File: config.mk
export PLATFORM = sky130hd
export DESIGN_NAME = fraction_reduce_gcd_unit
export DESIGN_NICKNAME = d
export VERILOG_FILES = /design/src/sv/frd_pkg.sv /design/src/sv/frd_div.sv /design/src/sv/fraction_reduce_gcd_unit.sv
export SDC_FILE = /design/constraint.sdc
export NUM_CORES = 1
export LEC_CHECK = 0
export ABC_AREA = 0
export BUFFER_PORTS_ARGS = -buffer_cell sky130_fd_sc_hd__buf_2
export CORE_ASPECT_RATIO = 0.5
export CORE_MARGIN = 4
export CORE_UTILIZATION = 50
export DETAILED_ROUTE_END_ITERATION = 16
export PLACE_DENSITY = 0.78
export SYNTH_ARGS = -nofsm -noshare
export SYNTH_HDL_FRONTEND = slang
export SYNTH_SLANG_ARGS = --single-unit
export TNS_END_PERCENT = 20
File: constraint.sdc
create_clock -name clk_i -period 5.9 [get_ports clk_i]
set_input_delay 0.295 -clock clk_i [delete_from_list [all_inputs] [get_ports clk_i]]
set_output_delay 0.295 -clock clk_i [all_outputs]
set_load 0.005 [all_outputs]
File: src/sv/frd_pkg.sv
`default_nettype none

package frd_pkg;

  // status of the serial divider as seen by the sequencer
  typedef struct packed {
    logic busy;
    logic done;
  } frd_div_sts_t;

endpackage : frd_pkg

`default_nettype wire

File: src/sv/frd_div.sv
`default_nettype none

module frd_div
  import frd_pkg::*;
#(
  parameter int WIDTH = 32
) (
  input  wire logic             clk_i,
  input  wire logic             rst_ni,
  input  wire logic             start_i,
  input  wire logic [WIDTH-1:0] dividend_i,
  input  wire logic [WIDTH-1:0] divisor_i,
  output frd_div_sts_t          sts_o,
  output logic      [WIDTH-1:0] quotient_o
);

  localparam int CW = (WIDTH > 1) ? $clog2(WIDTH) : 1;

  logic [WIDTH-1:0] quo_q, quo_d;
  logic [WIDTH-1:0] rem_q, rem_d;
  logic [WIDTH-1:0] dvs_q, dvs_d;
  logic [CW-1:0]    cnt_q, cnt_d;
  logic             busy_q, busy_d;
  logic             done_q, done_d;
  logic [WIDTH:0]   trial;
  logic [WIDTH:0]   diff;

  // one quotient bit per cycle, restoring form
  assign trial = {rem_q, quo_q[WIDTH-1]};
  assign diff  = trial - {1'b0, dvs_q};

  always_comb begin
    quo_d  = quo_q;
    rem_d  = rem_q;
    dvs_d  = dvs_q;
    cnt_d  = cnt_q;
    busy_d = busy_q;
    done_d = 1'b0;
    if (start_i) begin
      quo_d  = dividend_i;
      rem_d  = '0;
      dvs_d  = divisor_i;
      cnt_d  = CW'(WIDTH - 1);
      busy_d = 1'b1;
    end else if (busy_q) begin
      if (!diff[WIDTH]) begin
        rem_d = diff[WIDTH-1:0];
        quo_d = {quo_q[WIDTH-2:0], 1'b1};
      end else begin
        rem_d = trial[WIDTH-1:0];
        quo_d = {quo_q[WIDTH-2:0], 1'b0};
      end
      cnt_d = cnt_q - 1'b1;
      if (cnt_q == '0) begin
        busy_d = 1'b0;
        done_d = 1'b1;
      end
    end
  end

  always_ff @(posedge clk_i or negedge rst_ni) begin
    if (!rst_ni) begin
      busy_q <= 1'b0;
      done_q <= 1'b0;
      cnt_q  <= '0;
    end else begin
      busy_q <= busy_d;
      done_q <= done_d;
      cnt_q  <= cnt_d;
    end
  end

  always_ff @(posedge clk_i) begin
    quo_q <= quo_d;
    rem_q <= rem_d;
    dvs_q <= dvs_d;
  end

  assign sts_o.busy = busy_q;
  assign sts_o.done = done_q;
  assign quotient_o = quo_q;

endmodule : frd_div

`default_nettype wire

File: src/sv/fraction_reduce_gcd_unit.sv
// Channel   Ports                                           Handshake
// request   start_i, num_in_i, den_in_i                     start_i && !busy_o
// result    valid_o, num_out_o, den_out_o, zero_den_error_o valid_o, one-cycle strobe
//
// A zero denominator is answered straight from idle. Otherwise an item runs
// the binary GCD steps (one shift or subtract-and-shift per cycle), then the
// two exact divisions, which share one bit-serial divider (WIDTH quotient
// bits, then done).
// Reset is asynchronous, active low, and returns the unit to idle. The
// receiver cannot stall: each result shows for exactly one cycle, and a new
// request may be taken in that same cycle.
`default_nettype none

module fraction_reduce_gcd_unit
  import frd_pkg::*;
#(
  parameter int WIDTH = 32
) (
  input  wire logic                    clk_i,
  input  wire logic                    rst_ni,
  input  wire logic                    start_i,
  output logic                         busy_o,
  input  wire logic signed [WIDTH-1:0] num_in_i,
  input  wire logic signed [WIDTH-1:0] den_in_i,
  output logic                         valid_o,
  output logic signed [WIDTH-1:0]      num_out_o,
  output logic signed [WIDTH-1:0]      den_out_o,
  output logic                         zero_den_error_o
);

  localparam int KW = $clog2(WIDTH + 1);

  localparam logic [1:0] S_IDLE = 2'd0;
  localparam logic [1:0] S_GCD  = 2'd1;
  localparam logic [1:0] S_DIVN = 2'd2;
  localparam logic [1:0] S_DIVD = 2'd3;

  logic [1:0]       state_q, state_d;
  logic [WIDTH-1:0] a_q, a_d, b_q, b_d;
  logic [KW-1:0]    k_q, k_d;
  logic [WIDTH-1:0] mn_q, mn_d, md_q, md_d, g_q, g_d, qn_q, qn_d;
  logic             neg_q, neg_d;
  logic             valid_q, valid_d;
  logic [WIDTH-1:0] num_out_q, num_out_d, den_out_q, den_out_d;
  logic             err_q, err_d;

  logic [WIDTH-1:0] mag_n, mag_d, g_shift;
  logic             div_start;
  logic [WIDTH-1:0] div_dividend, div_divisor, div_quo;
  frd_div_sts_t     div_sts;

  assign mag_n   = num_in_i[WIDTH-1] ? (WIDTH'(0) - num_in_i) : num_in_i;
  assign mag_d   = den_in_i[WIDTH-1] ? (WIDTH'(0) - den_in_i) : den_in_i;
  assign g_shift = b_q << k_q;

  always_comb begin
    state_d      = state_q;
    a_d          = a_q;
    b_d          = b_q;
    k_d          = k_q;
    mn_d         = mn_q;
    md_d         = md_q;
    g_d          = g_q;
    qn_d         = qn_q;
    neg_d        = neg_q;
    valid_d      = 1'b0;
    num_out_d    = num_out_q;
    den_out_d    = den_out_q;
    err_d        = err_q;
    div_start    = 1'b0;
    div_dividend = mn_q;
    div_divisor  = g_shift;
    case (state_q)
      S_IDLE: begin
        if (start_i) begin
          if (den_in_i == '0) begin
            num_out_d = '0;
            den_out_d = '0;
            err_d     = 1'b1;
            valid_d   = 1'b1;
          end else begin
            a_d     = mag_n;
            b_d     = mag_d;
            k_d     = '0;
            mn_d    = mag_n;
            md_d    = mag_d;
            neg_d   = num_in_i[WIDTH-1] ^ den_in_i[WIDTH-1];
            state_d = S_GCD;
          end
        end
      end
      S_GCD: begin
        if (a_q == '0) begin
          // gcd is b scaled by the common twos
          g_d       = g_shift;
          div_start = 1'b1;
          state_d   = S_DIVN;
        end else if (!a_q[0] && !b_q[0]) begin
          a_d = a_q >> 1;
          b_d = b_q >> 1;
          k_d = k_q + 1'b1;
        end else if (!a_q[0]) begin
          a_d = a_q >> 1;
        end else if (!b_q[0]) begin
          b_d = b_q >> 1;
        end else if (a_q >= b_q) begin
          a_d = (a_q - b_q) >> 1;
        end else begin
          b_d = (b_q - a_q) >> 1;
        end
      end
      S_DIVN: begin
        div_dividend = md_q;
        div_divisor  = g_q;
        if (div_sts.done) begin
          qn_d      = div_quo;
          div_start = 1'b1;
          state_d   = S_DIVD;
        end
      end
      S_DIVD: begin
        if (div_sts.done) begin
          // zero numerator keeps a plus sign
          num_out_d = (neg_q && qn_q != '0) ? (WIDTH'(0) - qn_q) : qn_q;
          den_out_d = div_quo;
          err_d     = 1'b0;
          valid_d   = 1'b1;
          state_d   = S_IDLE;
        end
      end
      default: begin
        state_d = S_IDLE;
      end
    endcase
  end

  frd_div #(
    .WIDTH(WIDTH)
  ) u_div (
    .clk_i      (clk_i),
    .rst_ni     (rst_ni),
    .start_i    (div_start),
    .dividend_i (div_dividend),
    .divisor_i  (div_divisor),
    .sts_o      (div_sts),
    .quotient_o (div_quo)
  );

  always_ff @(posedge clk_i or negedge rst_ni) begin
    if (!rst_ni) begin
      state_q <= S_IDLE;
      valid_q <= 1'b0;
    end else begin
      state_q <= state_d;
      valid_q <= valid_d;
    end
  end

  always_ff @(posedge clk_i) begin
    a_q       <= a_d;
    b_q       <= b_d;
    k_q       <= k_d;
    mn_q      <= mn_d;
    md_q      <= md_d;
    g_q       <= g_d;
    qn_q      <= qn_d;
    neg_q     <= neg_d;
    num_out_q <= num_out_d;
    den_out_q <= den_out_d;
    err_q     <= err_d;
  end

  assign busy_o           = (state_q != S_IDLE);
  assign valid_o          = valid_q;
  assign num_out_o        = num_out_q;
  assign den_out_o        = den_out_q;
  assign zero_den_error_o = err_q;

  a_err_zero : assert property (@(posedge clk_i) disable iff (!rst_ni)
    valid_o && zero_den_error_o |-> num_out_o == '0 && den_out_o == '0)
    else $error("zero-denominator result not cleared");

  a_den_nonzero : assert property (@(posedge clk_i) disable iff (!rst_ni)
    valid_o && !zero_den_error_o |-> den_out_o != '0)
    else $error("reduced denominator is zero");

  a_gcd_b : assert property (@(posedge clk_i) disable iff (!rst_ni)
    state_q == S_GCD |-> b_q != '0)
    else $error("gcd operand b dropped to zero");

  a_div_ctx : assert property (@(posedge clk_i) disable iff (!rst_ni)
    div_sts.done |-> state_q == S_DIVN || state_q == S_DIVD)
    else $error("divider finished outside a division phase");

  a_div_busy : assert property (@(posedge clk_i) disable iff (!rst_ni)
    div_sts.busy |-> busy_o)
    else $error("divider running while unit idle");

endmodule : fraction_reduce_gcd_unit

`default_nettype wire

==> results of run 1 <==
[registers in the layout, summed over array words and instances (netlist names)]
signal and cells:
a_q 32, b_q 32, den_out_o 32, g_q 32
k_q 6, md_q 32, mn_q 32, neg_q 1
num_out_o 32, qn_q 32, state_q 2, u_div.busy_q 1
u_div.cnt_q 5, u_div.done_q 1, u_div.dvs_q 32, u_div.quotient_o 32
u_div.rem_q 32, valid_o 1, zero_den_error_o 1
[cell families (layout without fill, tap and decap cells)]
family / after synthesis / in the layout / synth area share (%)
AOI/OAI and AO/OA: 636 / 636 / 16.9
xor gates and xnor gates: 180 / 180 / 6.81
adders and majority gates: 110 / 110 / 6.04
buffers and inverters: 276 / 353 / 4.57
DFF: 370 / 370 / 46.4
muxes: 124 / 124 / 6.67
other: 0 / 5 / 0
and+or+nand+nor: 634 / 634 / 12.6
[metrics by stage]
stage               instances  instance area (sq um)  hold WS (ns)  setup TNS (ns)
global route             3038                  25500        0.0555               0
detailed placement       2971                  24300         0.193               0
CTS                      3034                  25500        0.0440               0
floorplan                2330                  23200     -0.000591          -14.27
finish                   3039                  25500        0.0642               0
global placement         2971                  24300         0.187               0
[cell usage after synthesis, types with 32 or more instances]
master	number	area share, %
inv_1	137	2.2
ha_1	107	5.8
dfxtp_1	32	2.8
o21ai_0	172	3.7
a21oi_1	195	4.2
mux2i_1	80	3.5
a21o_1	35	1.1
o31ai_1	43	1.4
nor2_1	222	3.6
xor2_1	57	2.2
clkbuf_1	118	1.9
edfxtp_1	328	43
xnor2_1	123	4.7
and2_1	41	1.1
nand2_1	204	3.3
[routing by layer]
metal	global-route usage, %	wire [um]
met1	36.4	28000
met2	38.5	28700
met3	3.85	5940
met4	8.93	2350
met5	0	0
[critical path: stages, from the launching register on]
cell      delay [ns]
edfxtp_1        0.43
inv_1           0.11
ha_1            0.17
nand2_1         0.07
or3_1           0.41
or3b_4          0.47
nand2b_4        0.16
or4_4           0.44
or4_4           0.45
o31ai_1         1.12
a21oi_1         0.13
xnor2_1         0.22
nor2_1          0.07
[worst min path at each step]
| stage | slack [ns] | endpoint |
|---|---|---|
| after floorplan | -0.0006 | state_q[0] |
| after global placement | 0.19 | u_div.cnt_q[0] |
| after detailed placement | 0.19 | u_div.cnt_q[1] |
| after CTS | 0.04 | mn_q[0] |
| after global routing | 0.06 | mn_q[0] |
| final | 0.06 | mn_q[0] |
[final cells by class]
type | count | area, sq um
diodes | 5 | 12.5
flip-flops and latches | 370 | 10700
clock inverters | 20 | 205
well taps | 627 | 785
inverters | 138 | 518
fillers | 3795 | 20000
clock buffers | 41 | 951
multi-input cells | 1684 | 11500
repair buffers | 154 | 828
[power by group]
part | internal (mW) | switching, mW | leakage (nW)
registers | 2.84 | 0 | 3.02
logic | 0.0701 | 0.137 | 5.73
clock network | 1.33 | 1.00 | 0.567
==> flow_summary.ini, run 1 <==
[run_status]
outcome = completed

[final_layout]
fin_nets = 2561
postLayoutCoreUtil_pct = 56.1
drive_above_1_share_pct = 11.7
area_growth_pct = 10.1
mostFrequentLayoutCells = edfxtp_1, nor2_1, nand2_1, a21oi_1, o21ai_0
final_common_cell = edfxtp_1

[global_route]
grt-ovfl-total = 0
grt_usage_pct = 25.1
first_global_vias = 17000
grt_antenna_before_repair = 4
grt_max_degree = 105
grt_pass1_wl_um = 99800

[placement]
post-place-ws_ns = 1.45
io_buffers = 133
routabilityCongestion = 0.990
dp_hpwl_um = 48400

[synthesis]
seq_area_frac_synth_pct = 46.4
yosys_warnings = 0
synthCells = 2330
synth_edf_count = 328
avgSynthCellArea_sq_um = 9.94
ys_ff_latch = 370
syn_area_sq_mm = 0.0232
ys_types = 77
synthesis.nets = 2507
async_reset_ff_share_pct = 2.70
synth_ff_type = edfxtp_1

[sta]
hold_violations = 0
setup_ws_ns = 1.37
clock_skew_ns = 0.0252
fmax_mhz = 221
rsz0062_at_grt = no
report.final.slew_viol_count = 0
setup_viol = 0
slew-limit-headroom_pct = 7.88
worst_slew_pin_slew_ns = 1.37
fin_crit_ns = 4.53
min_period_over_period_pct = 76.8

[worst_setup_path]
setup.reg_to_reg.worst_slack_ns = 1.37
critPathLaunch = qn_q[0]
cp-endpoint = num_out_o[31]
reg2reg_depth = 12
endpoint_kind = flop
crit_required_ns = 6.14
worstSetupStartpointType = flop
cp.arrival_ns = 4.77
r2r-start = qn_q[0]
path_class = flop to flop
r2r-end = num_out_o[31]
worst-path-max-fanout = 11

[floorplan]
die_height_um = 160
die_width_um = 312
fp-row-count = 55
dieArea_sq_mm = 0.0500
initial_core_util_pct = 50.9
pin_count = 134
coreArea_sq_mm = 0.0455

[min_path]
worstHoldPathType = input port to flop
hp-start = num_in_i[0]
hold_depth = 1

[cts]
tritoncts = yes
cts_buffers = 36
clock_path_buffers = 3
clock_sinks = 370
clk_pin_slew_ns = 0.06
cts-root-buf = clkbuf_16
ctsHoldBuffers = 2
cts_setup_buffers = 0
clk_latency_ns = 0.54
htree_levels = 2
post_cts_resized = 0

[routing]
vias = 18700
ant_nets = 0
drtPass1Iterations = 6
routed_wl_um = 65000
wl_per_cell_um = 21.4
drtIter0Drc = 2638
via_per_inst = 6.14
drcViolationCount = 0

[power_and_ir_drop]
power_density_mw_per_mm2 = 211
power_mw = 5.38
p_leak_nw = 9.31
ir_worst_vdd_uv = 144

[run]
drv_cap = 0
Power figures use the tool's default switching activity.
==> inputs of run 2 (changes only) <==
Settings changed: PLACE_DENSITY 0.78 to 0.75.
Clock period 5.9 ns to 4.7 ns, I/O delays scaled along.
==> flow_summary.ini, run 2 (synthesized netlist as in run 1, its figures left out) <==
[worst_setup_path]
crit_required_ns = 4.85
crit_slowest_cell = a21oi_4
crit_chain = inv_1, ha_1, fa_1, nand2b_1, a21oi_1, o21ai_0, nand2b_1, a21oi_1, a2111oi_0, nor2_1, buf_4, nand2_1, nand2_1, a21oi_4
endpoint_kind = flop
reg2reg_depth = 14
path_class = flop to flop
worstSetupStartpointType = flop
critical_path_buf_inv_count = 2
critPathLaunch = a_q[0]
cp-endpoint = a_q[4]
setup.reg_to_reg.worst_slack_ns = 0.46
cp_top_family = compound AO/OA/AOI/OAI gates
worst-path-max-fanout = 31
cp.arrival_ns = 4.39
slowest_delay_ns = 0.86
r2r-start = a_q[0]
path_depth = 14
r2r-end = a_q[4]

[global_route]
grt_usage_pct = 25.6
grt_pass1_wl_um = 101000
grt_max_degree = 88
grt-ovfl-total = 0
first_global_vias = 16900
grt_antenna_before_repair = 5

[final_layout]
final_common_cell = edfxtp_1
area_growth_pct = 10.9
nFillCells = 3834
drive_above_1_share_pct = 12.3
fin_nets = 2578
design_area_sq_mm = 0.0257
mostFrequentLayoutCells = edfxtp_1, nor2_1, nand2_1, a21oi_1, o21ai_0
postLayoutCoreUtil_pct = 56.5

[floorplan]
fp-row-count = 55
dieArea_sq_mm = 0.0500
coreArea_sq_mm = 0.0455
pin_count = 134
die_height_um = 160
die_width_um = 312
initial_core_util_pct = 50.9

[sta]
fin_crit_ns = 4.24
report.final.slew_viol_count = 0
slew-limit-headroom_pct = 7.56
fmax_mhz = 236
min_period_over_period_pct = 90.2
setup_viol = 0
setup_ws_ns = 0.461
rsz0062_at_grt = no
clock_skew_ns = 0.0284
worst_slew_pin_slew_ns = 1.39
hold_violations = 0

[cts]
clk_pin_slew_ns = 0.06
tritoncts = yes
cts-root-buf = clkbuf_16
clk_latency_ns = 0.55
htree_levels = 2
cts_setup_buffers = 0
clock_sinks = 370
post_cts_resized = 0
clock_path_buffers = 3
cts_buffers = 37
ctsHoldBuffers = 2

[placement]
io_buffers = 133
placed_area_sq_mm = 0.0245
dp_hpwl_um = 50000
post-place-ws_ns = 0.530
routabilityCongestion = 0.977

[routing]
drtPass1Iterations = 6
routed_wl_um = 65900
drcViolationCount = 0
drtIter0Drc = 2645
vias = 18400
wl_per_cell_um = 21.5
via_per_inst = 6.03
ant_nets = 0

[power_and_ir_drop]
ir_worst_vdd_uv = 247
power_density_mw_per_mm2 = 264
p_leak_nw = 9.40

[run]
drv_cap = 0

[run_status]
outcome = completed

[min_path]
worstHoldPathType = input port to flop
==> run 2: worst min-delay path, cell delays in order <==
cell     delay, ns
buf_2         0.10
a32oi_1       0.10
nor2_1        0.10
==> run 2: cell type report <==
cell class | count | area [sq um] | share of cell area (%)
sequential | 370 | 10700 | 41.8
multi-input combinational | 1684 | 11500 | 44.6
antenna | 5 | 12.5 | 0.0487
clock buffer | 45 | 977 | 3.81
clock inverter | 21 | 195 | 0.760
timing repair buffer | 170 | 986 | 3.84
tap | 627 | 785 | 3.05
inverter | 138 | 518 | 2.02
==> run 2: metal layers <==
metal / GRT usage (%) / wire, um
met2: 37.9 / 28400
met1: 37.5 / 29100
met4: 9.23 / 2270
met3: 4.76 / 6110
met5: 0 / 0
==> run 2: how the worst min path moves through the flow <==
stage,from,endpoint,slack [ns],cells past startpoint
after floorplan,rst_ni,state_q[0],-0.06,0
after global placement,rst_ni,u_div.cnt_q[1],0.11,1
after detailed placement,rst_ni,u_div.cnt_q[1],0.12,1
after CTS,start_i,valid_o,0.004,3
after global routing,start_i,valid_o,0.03,3
final,start_i,valid_o,0.03,3
==> run 2: metrics by stage <==
step / TNS (ns) / hold WS (ns) / std cells / power [mW]
after CTS: 0 / 0.00378 / 3055 / 6.78
after global placement: 0 / 0.114 / 2987 / 3.88
after detailed placement: 0 / 0.120 / 2987 / 3.89
after global routing: 0 / 0.0334 / 3060 / 6.96
after floorplan: -130.36 / -0.0606 / 2330 / 3.76
final: 0 / 0.0332 / 3060 / 6.77
==> run 2: power by group <==
| group | switching [mW] | internal, mW |
|---|---|---|
| registers | 0 | 3.56 |
| clock network | 1.28 | 1.66 |
| logic | 0.179 | 0.0886 |
